$ cat src/rtl/scvs_pkg.sv
// Shared types and codes for the second chance victim selector.
package scvs_pkg;

  localparam int IDX_W = 6;
  localparam int OP_W  = 2;

  localparam logic [OP_W-1:0] OP_ACCESS = 2'd0;
  localparam logic [OP_W-1:0] OP_INSERT = 2'd1;
  localparam logic [OP_W-1:0] OP_REMOVE = 2'd2;
  localparam logic [OP_W-1:0] OP_VICTIM = 2'd3;

  typedef struct packed {
    logic [OP_W-1:0]  operation;
    logic [IDX_W-1:0] frame_index;
    logic             is_write;
  } in_item_t;

  typedef struct packed {
    logic [IDX_W-1:0] victim_index;
    logic             victim_found;
    logic             victim_dirty;
    logic             op_ok;
  } out_item_t;

  typedef struct packed {
    logic valid;
    logic accessed;
    logic dirty;
  } slot_t;

  typedef enum logic [2:0] {
    ST_CLEAR,
    ST_IDLE,
    ST_OP,
    ST_SCAN,
    ST_EVAL,
    ST_DONE
  } state_t;

endpackage

$ cat src/rtl/scvs_mem.sv
// Slot state memory: one write port, one registered read port.
module scvs_mem #(
  parameter int DEPTH = 64,
  parameter int AW    = 6
) (
  input  logic             clk,
  input  logic             rd_en,
  input  logic [AW-1:0]    rd_addr,
  output scvs_pkg::slot_t  rd_data,
  input  logic             wr_en,
  input  logic [AW-1:0]    wr_addr,
  input  scvs_pkg::slot_t  wr_data
);
  import scvs_pkg::*;

  slot_t mem_r [DEPTH];
  slot_t rd_data_r;

  always_ff @(posedge clk) begin
    if (wr_en) begin
      mem_r[wr_addr] <= wr_data;
    end
  end

  always_ff @(posedge clk) begin
    if (rd_en) begin
      rd_data_r <= mem_r[rd_addr];
    end
  end

  assign rd_data = rd_data_r;

endmodule

$ cat src/rtl/scvs_ctrl.sv
// Sequencer: clearing pass, read-modify-write of single slots, victim scan.
module scvs_ctrl #(
  parameter int NUM_FRAMES = 64,
  parameter int AW         = 6
) (
  input  logic                clk,
  input  logic                rst_n,
  input  logic                in_valid,
  output logic                in_stall,
  input  scvs_pkg::in_item_t  in_data,
  output logic                res_valid,
  input  logic                res_ready,
  output scvs_pkg::out_item_t res_data,
  output logic                mem_rd_en,
  output logic [AW-1:0]       mem_rd_addr,
  input  scvs_pkg::slot_t     mem_rd_data,
  output logic                mem_wr_en,
  output logic [AW-1:0]       mem_wr_addr,
  output scvs_pkg::slot_t     mem_wr_data
);
  import scvs_pkg::*;

  localparam int XW = (AW + 1 > IDX_W) ? AW + 1 : IDX_W;

  state_t          state_r, state_nxt;
  logic [AW-1:0]   cnt_r;
  logic            cnt_last;
  logic [OP_W-1:0] op_r;
  logic [AW-1:0]   idx_r;
  logic            wr_r;
  logic            rng_r;
  logic            pend_r;
  logic [AW-1:0]   pend_idx_r;
  logic            have_r, cdirty_r, pick_dirty_r, any_r, last_dirty_r;
  logic [AW-1:0]   pick_r, last_r;

  logic [XW-1:0]   in_idx_x;
  logic            in_rng;
  logic [AW-1:0]   in_addr;
  logic            in_accept;
  logic            sel_found, sel_dirty;
  logic [AW-1:0]   sel_idx;

  assign in_idx_x  = XW'(in_data.frame_index);
  assign in_rng    = in_idx_x < XW'(NUM_FRAMES);
  assign in_addr   = in_idx_x[AW-1:0];
  assign in_stall  = (state_r != ST_IDLE);
  assign in_accept = in_valid && !in_stall;
  assign cnt_last  = (cnt_r == AW'(NUM_FRAMES - 1));

  assign sel_found = have_r || any_r;
  assign sel_idx   = have_r ? pick_r : last_r;
  assign sel_dirty = have_r ? pick_dirty_r : last_dirty_r;

  always_comb begin
    state_nxt = state_r;
    case (state_r)
      ST_CLEAR: if (cnt_last) state_nxt = ST_IDLE;
      ST_IDLE: begin
        if (in_accept) begin
          state_nxt = (in_data.operation == OP_VICTIM) ? ST_SCAN : ST_OP;
        end
      end
      ST_OP:   if (res_ready) state_nxt = ST_IDLE;
      ST_SCAN: if (cnt_last) state_nxt = ST_EVAL;
      ST_EVAL: state_nxt = ST_DONE;
      ST_DONE: if (res_ready) state_nxt = ST_IDLE;
      default: state_nxt = ST_IDLE;
    endcase
  end

  always_comb begin
    mem_rd_en   = 1'b0;
    mem_rd_addr = cnt_r;
    mem_wr_en   = 1'b0;
    mem_wr_addr = cnt_r;
    mem_wr_data = '0;
    res_valid   = 1'b0;
    res_data    = '0;
    case (state_r)
      ST_CLEAR: begin
        mem_wr_en = 1'b1;
      end
      ST_IDLE: begin
        mem_rd_en   = in_accept;
        mem_rd_addr = in_addr;
      end
      ST_OP: begin
        mem_wr_addr = idx_r;
        if (res_ready) begin
          res_valid = 1'b1;
          case (op_r)
            OP_ACCESS: begin
              if (rng_r && mem_rd_data.valid) begin
                mem_wr_en   = 1'b1;
                mem_wr_data = '{valid: 1'b1, accessed: 1'b1,
                                dirty: mem_rd_data.dirty | wr_r};
                res_data.op_ok = 1'b1;
              end
            end
            OP_INSERT: begin
              if (rng_r && !mem_rd_data.valid) begin
                mem_wr_en   = 1'b1;
                mem_wr_data = '{valid: 1'b1, accessed: 1'b0, dirty: 1'b0};
                res_data.op_ok = 1'b1;
              end
            end
            OP_REMOVE: begin
              if (rng_r) begin
                mem_wr_en      = 1'b1;
                res_data.op_ok = 1'b1;
              end
            end
            default: res_data.op_ok = 1'b0;
          endcase
        end
      end
      ST_SCAN, ST_EVAL: begin
        mem_rd_en   = (state_r == ST_SCAN);
        mem_wr_addr = pend_idx_r;
        if (pend_r && mem_rd_data.valid && mem_rd_data.accessed) begin
          mem_wr_en   = 1'b1;
          mem_wr_data = '{valid: 1'b1, accessed: 1'b0, dirty: mem_rd_data.dirty};
        end
      end
      ST_DONE: begin
        mem_wr_addr = sel_idx;
        if (res_ready) begin
          res_valid             = 1'b1;
          res_data.op_ok        = 1'b1;
          res_data.victim_found = sel_found;
          if (sel_found) begin
            res_data.victim_index = IDX_W'(sel_idx);
            res_data.victim_dirty = sel_dirty;
            mem_wr_en   = 1'b1;
            mem_wr_data = '{valid: 1'b1, accessed: 1'b0, dirty: 1'b0};
          end
        end
      end
      default: res_valid = 1'b0;
    endcase
  end

  always_ff @(posedge clk) begin
    if (!rst_n) begin
      state_r <= ST_CLEAR;
      cnt_r   <= '0;
      pend_r  <= 1'b0;
    end else begin
      state_r <= state_nxt;
      pend_r  <= (state_r == ST_SCAN);
      if (state_r == ST_CLEAR || state_r == ST_SCAN) begin
        cnt_r <= cnt_r + AW'(1);
      end else begin
        cnt_r <= '0;
      end
    end
  end

  always_ff @(posedge clk) begin
    pend_idx_r <= cnt_r;
    if (in_accept) begin
      op_r     <= in_data.operation;
      idx_r    <= in_addr;
      wr_r     <= in_data.is_write;
      rng_r    <= in_rng;
      have_r   <= 1'b0;
      any_r    <= 1'b0;
      cdirty_r <= 1'b1;
    end else if (pend_r && mem_rd_data.valid) begin
      any_r        <= 1'b1;
      last_r       <= pend_idx_r;
      last_dirty_r <= mem_rd_data.dirty;
      if (!mem_rd_data.accessed) begin
        cdirty_r     <= 1'b0;
        have_r       <= 1'b1;
        pick_r       <= pend_idx_r;
        pick_dirty_r <= mem_rd_data.dirty;
      end else if (cdirty_r && !mem_rd_data.dirty) begin
        cdirty_r     <= 1'b0;
        have_r       <= 1'b1;
        pick_r       <= pend_idx_r;
        pick_dirty_r <= 1'b0;
      end
    end
  end

  a_no_port_clash: assert property (@(posedge clk) disable iff (!rst_n)
    mem_wr_en && mem_rd_en |-> mem_wr_addr != mem_rd_addr)
    else $error("read and write hit the same slot");

  a_res_when_ready: assert property (@(posedge clk) disable iff (!rst_n)
    res_valid |-> res_ready && (state_r == ST_OP || state_r == ST_DONE))
    else $error("result issued without room");

  a_accept_leaves_idle: assert property (@(posedge clk) disable iff (!rst_n)
    in_accept |=> state_r == ST_OP || state_r == ST_SCAN)
    else $error("accepted transfer did not start work");

  a_scan_reaches_eval: assert property (@(posedge clk) disable iff (!rst_n)
    state_r == ST_SCAN && cnt_last |=> state_r == ST_EVAL && pend_r)
    else $error("scan did not finish with the last slot pending");

endmodule

$ cat src/rtl/second_chance_victim_selector_top.sv
// Top level of the second chance victim selector with the result register.
//
//  channel | ports                          | direction
//  --------+--------------------------------+----------
//  input   | in_valid, in_stall, in_data    | in
//  result  | out_valid, out_stall, out_data | out
//
// Access, insert and remove read the slot, then write it back.
// A victim request scans one slot per cycle through
// the single read port of the slot memory.
// After reset a clearing pass over all NUM_FRAMES slots holds in_stall high.
// The result register holds a transfer under out_stall; the next item is
// taken meanwhile and waits at its write-back step until the register frees.
module second_chance_victim_selector_top #(
  parameter int NUM_FRAMES = 64
) (
  input  logic                clk,
  input  logic                rst_n,
  input  logic                in_valid,
  output logic                in_stall,
  input  scvs_pkg::in_item_t  in_data,
  output logic                out_valid,
  input  logic                out_stall,
  output scvs_pkg::out_item_t out_data
);
  import scvs_pkg::*;

  localparam int AW = (NUM_FRAMES > 1) ? $clog2(NUM_FRAMES) : 1;

  logic          res_valid, res_ready;
  out_item_t     res_data;
  logic          out_valid_r;
  out_item_t     out_data_r;
  logic          mem_rd_en, mem_wr_en;
  logic [AW-1:0] mem_rd_addr, mem_wr_addr;
  slot_t         mem_rd_data, mem_wr_data;

  assign res_ready = !out_valid_r || !out_stall;

  scvs_ctrl #(.NUM_FRAMES(NUM_FRAMES), .AW(AW)) u_ctrl (
    .clk        (clk),
    .rst_n      (rst_n),
    .in_valid   (in_valid),
    .in_stall   (in_stall),
    .in_data    (in_data),
    .res_valid  (res_valid),
    .res_ready  (res_ready),
    .res_data   (res_data),
    .mem_rd_en  (mem_rd_en),
    .mem_rd_addr(mem_rd_addr),
    .mem_rd_data(mem_rd_data),
    .mem_wr_en  (mem_wr_en),
    .mem_wr_addr(mem_wr_addr),
    .mem_wr_data(mem_wr_data)
  );

  scvs_mem #(.DEPTH(NUM_FRAMES), .AW(AW)) u_mem (
    .clk    (clk),
    .rd_en  (mem_rd_en),
    .rd_addr(mem_rd_addr),
    .rd_data(mem_rd_data),
    .wr_en  (mem_wr_en),
    .wr_addr(mem_wr_addr),
    .wr_data(mem_wr_data)
  );

  always_ff @(posedge clk) begin
    if (!rst_n) begin
      out_valid_r <= 1'b0;
    end else if (res_valid) begin
      out_valid_r <= 1'b1;
    end else if (!out_stall) begin
      out_valid_r <= 1'b0;
    end
  end

  always_ff @(posedge clk) begin
    if (res_valid) begin
      out_data_r <= res_data;
    end
  end

  assign out_valid = out_valid_r;
  assign out_data  = out_data_r;

endmodule

$ cat config.mk
export PLATFORM = sky130hd
export DESIGN_NAME = second_chance_victim_selector_top
export DESIGN_NICKNAME = d
export VERILOG_FILES = /design/src/rtl/scvs_pkg.sv /design/src/rtl/scvs_mem.sv /design/src/rtl/scvs_ctrl.sv /design/src/rtl/second_chance_victim_selector_top.sv
export SDC_FILE = /design/constraint.sdc
export NUM_CORES = 1
export LEC_CHECK = 0
export BUFFER_PORTS_ARGS = -buffer_cell sky130_fd_sc_hd__buf_2
export CORE_MARGIN = 2
export CORE_UTILIZATION = 60
export DETAILED_ROUTE_END_ITERATION = 8
export GPL_ROUTABILITY_DRIVEN = 0
export PLACE_DENSITY_LB_ADDON = 0.05
export REMOVE_ABC_BUFFERS = 1
export SYNTH_ARGS = -nofsm -noshare
export SYNTH_HDL_FRONTEND = slang
export SYNTH_SLANG_ARGS = --single-unit
$ cat constraint.sdc
create_clock -name clk -period 8.9 [get_ports clk]
set_input_delay 1.78 -clock clk [delete_from_list [all_inputs] [get_ports clk]]
set_output_delay 1.78 -clock clk [all_outputs]
set_load 0.005 [all_outputs]
==> results.toml, run 1 <==
[logic_synthesis]
yosysMostFrequentCell = "edfxtp_1"
syn-cell-area_mm2 = 0.01061
synth_top_area_share_pct = 64.25
synth_area_per_cell_um2 = 12.75
ys_seq_elements = 247
synth_sequential_area_ratio_pct = 68.03
synth-warning-count = 0
top_cells_by_area_in_the_synthesized_netlist = "edfxtp_1 (64%), nor2_1 (5.3%), nand2_1 (4.4%)"
ys_top_cells_by_count = "edfxtp_1 (227), nor2_1 (150), nand2_1 (125), nand3_1 (37), mux2i_1 (32)"
synth_enable_flop_cells = 227
synth_area_leader_cell = "edfxtp_1"
synthFlopType = "edfxtp_1"
synthDistinctLibCells = 64
async_flop_share_pct = 0
synthesis.instances = 832

[cells_and_area]
final_core_util_pct = 68.21
post_route_cells_drive_above_1_share_pct = 10.60
antennaDiodeCount = 0
syn2layout_area_growth_pct = 11.22
design.final.nets = 862

[status]
status = "complete, no violations"

[timing]
setup_tns_ns = 0
worst_max_slew_pin_slew_ns = 0.9173
setup-violations-final = 0
final_period_util_pct = 47.81
max-slew-margin-rel_pct = 38.85
timing_hold_violations_final = 0
fin_skew_ns = 0.01572
fmax_mhz = 235.0
finalWorstPathRequiredPeriod_ns = 4.255
rsz0062_at_grt = "false"
timing.final.ws_setup_ns = 4.645
final_max_slew_viol_count = 0

[clocking]
cts.path.max_buffers = 3
cts.root.buffer_cell = "clkbuf_16"
tritoncts = "done"
clock-sinks = 247
cts.htree.levels = 1
clock_latency_ns = 0.53
cts_post_setup_buffers_inserted = 0
cts-hold-fix-buffers = 0
worst_setup_hold_path_clk_slew_ns = 0.06
cts_buffers = 26
post_cts.resized_instances = 0

[global_route]
grt_pass1_wl_mm = 39.06
antenna_found_initial = 0
grt_max_degree = 65
grt_pass1_vias = 6898
globalRoute.totalOverflow = 0
grt_util_all_layers_pct = 28.25

[worst_setup_path]
cp_data_required_time_ns = 7.12
worstPathMaxFanout = 21
cp_data_arrival_time_ns = 2.48
critPathKind = "flop to primary output"
startpoint_class_of_the_critical_path = "flop"
depth_of_the_most_critical_reg_to_reg_path = 9
setup.worst_path.end_class = "primary output"

[floorplan]
vertical_extent_of_the_die_um = 137.0
dieArea_mm2 = 0.01876
std_cell_rows = 48
pin_count = 24
effective_utilization_at_floorplan_pct = 61.34
floorplan.core_area_mm2 = 0.01730
fp.dieW_um = 137.0

[drt]
drt_iter0_drc = 753
final_wirelength_mm = 25.63
number_of_routed_nets_with_antenna_violations = 0
vias = 7031
drt-pass1-iter-count = 5
route.detailed.wl_per_inst_um = 23.45
vias_per_cell = 6.433
drc_errors = 0

[power_and_ir_drop]
irDropWorstVdd_mv = 0.1878
power.combinational.fraction_pct = 5.0
switchingPower_mw = 0.5148
cellInternalPower_mw = 1.985
p_clk_share_pct = 44.1
cellPowerDensity_mw_per_mm2 = 211.8
sw_frac_of_total_pct = 20.60
sequentialPowerShare_pct = 50.9
cellLeakagePower_nw = 3.813

[worst_hold_path]
hold_depth = 1
min_path_type = "flop to flop"

[place]
numPortBuffers = 23
placement.setup.worst_slack_ns = 4.412
dp.final_hpwl_mm = 17.12

[flow_run]
max_cap_viol_count = 0
## routing by layer
metal | global-route usage (%) | vias to the layer above | routed length, um
met1 | 37.95 | 3464 | 10200
li1 | - | 3159 | -
met5 | 0 | - | 0
met2 | 45.80 | 337 | 12230
met4 | 11.40 | 0 | 1044
met3 | 5.370 | 71 | 2153
## worst paths after layout
kind / start / endpoint / slack (ns)
min: u_ctrl.cdirty_r / u_ctrl.cdirty_r / 0.46
min reg2reg: u_ctrl.cdirty_r / u_ctrl.cdirty_r / 0.46
max: u_ctrl.state_r[0] / in_stall / 4.64
max reg2reg: u_ctrl.state_r[0] / u_mem.rd_data[1] / 4.89
## through the flow
stage               power, mW  hold WS [ns]  std cells  instance area (um^2)
global placement        1.417        0.4344       1045                 10920
global route            2.565        0.4823       1093                 11800
floorplan               1.375        0.4183        790                 10430
finish                  2.499        0.4564       1093                 11800
CTS                     2.508        0.4588       1093                 11800
detailed placement      1.420        0.4451       1045                 10920
## cells in the final DEF, fill, tap and decap left out, types with 7 or more instances in the layout
cell type and n:
mux2i_1 31, nand4b_1 9, clkbuf_16 26, a31oi_1 7, inv_1 7, nand2_1 124
mux2_2 8, buf_4 7, edfxtp_1 227, buf_2 23, a21oi_1 8, clkbuf_1 9
o21ai_0 11, a32oi_1 10, nand4_1 11, nand3_1 37, mux4_2 8, dfxtp_1 20
nor2_1 150
## state kept, by name, indices dropped and copies added, names as in the netlist, 2 cells and up
register,count
u_ctrl.pend_idx_r,6
u_ctrl.cnt_r,6
u_ctrl.pick_r,6
u_mem.rd_data,3
u_ctrl.idx_r,6
u_ctrl.state_r,3
out_data,9
u_ctrl.last_r,6
u_mem.mem_r,192
u_ctrl.op_r,2
## layout make-up
cell class / instances / area (um^2)
sequential: 247 / 7217
fill: 1247 / 5498
multi-input combinational: 536 / 3223
clock buffer: 38 / 725.7
tap: 225 / 281.5
timing repair buffer: 30 / 167.7
clock inverter: 10 / 157.7
inverter: 7 / 26.28
## power groups by stage
stage,Sequential (mW),Clock (mW),Combinational [mW]
floorplan,1.29,0,0.0824
global placement,1.30,0,0.121
detailed placement,1.30,0,0.123
CTS,1.27,1.11,0.124
global route,1.27,1.16,0.136
finish,1.27,1.10,0.125
## worst max-delay path, cell delays in order (launching register included)
cell and delay, ns:
dfxtp_1 0.83, nor3b_4 0.34, buf_4 0.30, inv_1 0.27
buf_2 0.21
## logic make-up after synthesis
family	synth area share [%]
AOI/OAI and AO/OA	5.991
xor gates and xnor gates	0.4953
adders and majority gates	0.1179
buffers and inverters	1.922
DFF	68.03
muxes	6.192
and+or+nand+nor	17.25
No activity file was read; power rests on OpenSTA's default activity.
==> run 2, diff against run 1 <==
- clock period: 8.9 -> 4.1 ns (I/O delays scaled with it)
==> results.toml, run 2 (synthesis results as in run 1) <==
[worst_hold_path]
hold_depth = 1
hold_path_end = "u_ctrl.cdirty_r"
min_from = "u_ctrl.cdirty_r"
min_path_type = "flop to flop"

[worst_setup_path]
r2r_start = "u_ctrl.state_r[2]"
critPathKind = "flop to flop"
setup_slack_of_the_worst_register_to_register_path_ns = 0.67
startpoint_class_of_the_critical_path = "flop"
worstPathMaxFanout = 16
depth_of_the_most_critical_reg_to_reg_path = 9
r2r_end = "u_mem.rd_data[1]"
cp_data_required_time_ns = 4.48
cp_data_arrival_time_ns = 3.81
setup.worst_path.end_class = "flop"

[cells_and_area]
layout.cells.most_common_list = "edfxtp_1 (227), nor2_1 (150), nand2_1 (124)"
largest_reg_flops = 192
syn2layout_area_growth_pct = 10.97
layout_commonest_cell = "edfxtp_1"
stdcell_area_mm2 = 0.01177
antennaDiodeCount = 0
design.final.nets = 874
max_flop_register = "u_mem.mem_r"
post_route_cells_drive_above_1_share_pct = 11.77

[drt]
final_wirelength_mm = 26.61
number_of_routed_nets_with_antenna_violations = 0
drt-pass1-iter-count = 5
drc_errors = 0
drt_iter0_drc = 1103
vias = 7124
vias_per_cell = 6.476
route.detailed.wl_per_inst_um = 24.19

[clocking]
cts_buffers = 25
post_cts.resized_instances = 0
clock_latency_ns = 0.53
cts_post_setup_buffers_inserted = 0
worst_setup_hold_path_clk_slew_ns = 0.06
cts.path.max_buffers = 3
cts.root.buffer_cell = "clkbuf_16"
tritoncts = "done"
clock-sinks = 247
cts-hold-fix-buffers = 0
cts.htree.levels = 1

[status]
status = "complete, no violations"

[place]
dpl_cell_area_mm2 = 0.01104
dp.final_hpwl_mm = 17.72
placement.setup.worst_slack_ns = 0.6180
numPortBuffers = 23

[global_route]
grt_pass1_wl_mm = 40.37
grt_max_degree = 65
grt_pass1_vias = 6916
globalRoute.totalOverflow = 0
grt_util_all_layers_pct = 29.29
antenna_found_initial = 0

[timing]
finalWorstPathRequiredPeriod_ns = 3.433
final_max_slew_viol_count = 0
fin_worst_hold_slack_ns = 0.4685
rsz0062_at_grt = "false"
timing_hold_violations_final = 0
setup-violations-final = 0
timing.final.ws_setup_ns = 0.6674
fmax_mhz = 291.3
fin_skew_ns = 0.01965
worst_max_slew_pin_slew_ns = 0.7971
final_period_util_pct = 83.72
max-slew-margin-rel_pct = 46.74

[floorplan]
dieArea_mm2 = 0.01876
vertical_extent_of_the_die_um = 137.0
fp.dieW_um = 137.0
pin_count = 24
floorplan.core_area_mm2 = 0.01730
std_cell_rows = 48
effective_utilization_at_floorplan_pct = 61.34

[power_and_ir_drop]
cellPowerDensity_mw_per_mm2 = 436.4
irDropWorstVdd_mv = 0.3434
cellLeakagePower_nw = 3.815
total_power_mw = 5.137

[flow_run]
max_cap_viol_count = 0
run 2: changes by cell type in the layout (fill, tap and decap cells not counted):
cell / before / now
buf_4: 7 / 18
clkbuf_1: 9 / 4
bufinv_16: 4 / 1
clkbuf_8: 3 / 0
clkinv_2: 2 / 5
buf_12: 0 / 2
clkinvlp_4: 0 / 2
clkbuf_16: 26 / 25
clkinv_1: 3 / 4
clkinv_8: 1 / 0
inv_6: 0 / 1
run 2: worst max path at each step:
| stage | start | end | slack [ns] |
|---|---|---|---|
| final | u_ctrl.state_r[2] | u_mem.rd_data[1] | 0.67 |
| after global routing | u_ctrl.state_r[2] | u_mem.rd_data[1] | 0.55 |
| after CTS | u_ctrl.state_r[2] | u_mem.rd_data[1] | 0.77 |
| after detailed placement | out_stall | u_mem.mem_r[11][2] | 0.62 |
| after global placement | out_stall | u_mem.mem_r[43][0] | 0.76 |
| after floorplan | u_ctrl.state_r[1] | u_mem.mem_r[0][0] | -2.77 |
run 2: layout make-up:
cell class                      count  area [um^2]
Clock buffer                       29        640.6
Clock inverter                     13        93.84
Fill cell                        1227         5524
Inverter                            7        26.28
Multi-Input combinational cell    536         3223
Sequential cell                   247         7217
Tap cell                          225        281.5
Timing Repair Buffer               43        290.3
run 2: report_power, final:
group	switching, mW	leakage (nW)	internal, mW
clock	0.908	0.358	1.17
sequential	0.0234	1.97	2.74
combinational	0.191	1.49	0.104
total	1.12	3.81	4.02
run 2: per-layer routing:
metal	GRT usage (%)	share of wire, %	up-vias
met5	0	0	-
met4	9.450	4.0	0
met3	5.926	9.1	76
met2	46.93	47	402
met1	40.66	40	3468
li1	-	-	3178
run 2: per-stage QoR:
step                      std cells  setup TNS [ns]  utilization [%]
after detailed placement       1058               0            63.82
after global routing           1100               0            68.06
after global placement         1058               0            63.82
after CTS                      1100               0            68.06
after floorplan                 790         -361.56                -
final                          1100               0            68.06
run 2: critical path: stages, from the launching register on:
cell and delay [ns]:
dfxtp_1 0.46, nor3b_4 0.47, mux2_2 0.43, buf_4 0.32
buf_4 0.27, and2_1 0.16, a2111oi_0 0.07, a311oi_1 0.64
nand4_1 0.26, nor3_2 0.20
==> run 3, diff against run 2 <==
- CORE_UTILIZATION: 60 -> 56
- clock period: 4.1 -> 2.9 ns (I/O delays scaled with it)
==> results.toml, run 3 (synthesis results as in run 1) <==
[timing]
max-slew-margin-rel_pct = 52.30
timing_hold_violations_final = 0
fmax_mhz = 348.0
rsz0062_at_grt = "true"
final_period_util_pct = 99.09
finalWorstPathRequiredPeriod_ns = 2.874
fin_skew_ns = 0.01156
final_max_slew_viol_count = 0
worst_max_slew_pin_slew_ns = 0.7062
setup-violations-final = 0

[worst_setup_path]
r2r_start = "u_ctrl.state_r[1]"
cp_data_arrival_time_ns = 3.24
worstPathMaxFanout = 11
critPathLaunch = "u_ctrl.state_r[1]"
startpoint_class_of_the_critical_path = "flop"
setup.worst_path.end_class = "flop"
cp_data_required_time_ns = 3.27
critPathKind = "flop to flop"

[global_route]
grt_util_all_layers_pct = 27.50
globalRoute.totalOverflow = 0
grt_pass1_vias = 7179
met2_usage_pct = 42.64
use_met1_pct = 37.38
grt_pass1_wl_mm = 41.38
grt_max_degree = 65
global_route.peak_usage_layer = "met2"
antenna_found_initial = 0
met3_usage_pct = 6.851

[clocking]
cts.path.max_buffers = 3
cts.root.buffer_cell = "clkbuf_16"
tritoncts = "done"
worst_setup_hold_path_clk_slew_ns = 0.06
cts.htree.levels = 1
clock-sinks = 247
cts_buffers = 25
clock_latency_ns = 0.52

[cells_and_area]
stdcell_area_mm2 = 0.01258
post_route_cells_drive_above_1_share_pct = 20.00
largest_reg_flops = 192
design.final.nets = 937
max_flop_register = "u_mem.mem_r"
multi_input_comb_area_mm2 = 0.003357
antennaDiodeCount = 0
filler_cell_count = 1355
final_non_filler_cells = 1174
layout_commonest_cell = "edfxtp_1"
syn2layout_area_growth_pct = 18.61
area.sequential_mm2 = 0.007219
layout.cells.most_common_list = "edfxtp_1 (227), nor2_1 (132), nand2_1 (124)"

[drt]
vias = 7374
drt_iter0_drc = 856
drt-pass1-iter-count = 6
route.detailed.wl_per_inst_um = 23.67
vias_per_cell = 6.281
drc_errors = 0
final_wirelength_mm = 27.79
number_of_routed_nets_with_antenna_violations = 0

[place]
dpl_cell_area_mm2 = 0.01154
place.detailed.instances = 1117
dp.final_hpwl_mm = 18.72
numPortBuffers = 23

[flow_run]
max_cap_viol_count = 0

[floorplan]
vertical_extent_of_the_die_um = 141.6
std_cell_rows = 50
effective_utilization_at_floorplan_pct = 56.91
floorplan.core_area_mm2 = 0.01864
fp.dieW_um = 141.6
pin_count = 24
dieArea_mm2 = 0.02006

[power_and_ir_drop]
cellPowerDensity_mw_per_mm2 = 593.0
cellLeakagePower_nw = 4.187
total_power_mw = 7.462
irDropWorstVdd_mv = 0.5300

[status]
status = "complete, no violations"

[worst_hold_path]
min_from = "in_data[0]"
min_path_type = "input pin to flop"
-- run 3: cell types whose count changed in the layout (fill, tap and decap cells not counted), moves of 3 or more --
cell and delta:
buf_4 +50, nor2_1 -18, nor2_2 +18, buf_12 +9, clkbuf_1 +4, a2111oi_0 -3, clkbuf_16 +3, clkinv_2 -3
mux2_2 -3, mux2_4 +3
-- run 3: routing by layer --
metal	share of wire [%]	vias to the layer above
met5	0	-
met4	3.9	0
met3	8.8	75
met2	46	376
met1	41	3616
li1	-	3307
-- run 3: metrics by stage --
stage | TNS [ns] | setup WS [ns] | hold WS (ns) | util, %
after floorplan | -595.56 | -3.974 | 0.4183 | -
after global placement | -0.6444 | -0.2850 | 0.4343 | 61.89
after detailed placement | -0.6708 | -0.2583 | 0.4510 | 61.89
after CTS | 0 | 0.02299 | 0.2237 | 66.06
after global routing | -0.04386 | -0.01089 | 0.2313 | 67.50
final | 0 | 0.02649 | 0.2399 | 67.50
-- run 3: power by group --
group          internal, mW  total, mW  switching, mW
Combinational         0.229      0.541          0.312
Clock                  1.76       3.03           1.27
Sequential             3.87       3.89         0.0221
-- run 3: final cells by class --
type,count,share of cell area (%)
Sequential cell,247,57.37
Multi-Input combinational cell,536,26.68
Timing Repair Buffer,106,7.408
Clock buffer,33,5.210
Tap cell,234,2.327
Clock inverter,11,0.7955
Inverter,7,0.2088
-- run 3: worst paths after layout --
check                           to  slack (ns)  cells past startpoint
setup / recovery  u_mem.rd_data[0]        0.03                     11
hold / removal         u_ctrl.wr_r        0.24                      1
setup reg to reg  u_mem.rd_data[0]        0.03                     11
hold reg to reg    u_ctrl.cdirty_r        0.47                      1
-- run 3: critical path, stage by stage, from the launching register on --
cell and delay (ns):
dfxtp_2 0.35, nor3b_4 0.25, buf_12 0.18, buf_4 0.12, mux2_4 0.28, buf_4 0.21
nand2_1 0.10, a32oi_1 0.20, nand4_1 0.17, a2111oi_4 0.42, buf_4 0.18, and4bb_1 0.24
-- run 3: repair_timing --
| item | in CTS | in global routing |
|---|---|---|
| cloned | 0 | 3 |
| pin swaps | 0 | 4 |
| gates resized for setup | 7 | 30 |
| setup buffers | 0 | 10 |
| endpoints found under the setup margin | 3 | 169 |
| hold buffers | 0 | 0 |
| hold endpoints to repair | 0 | 0 |
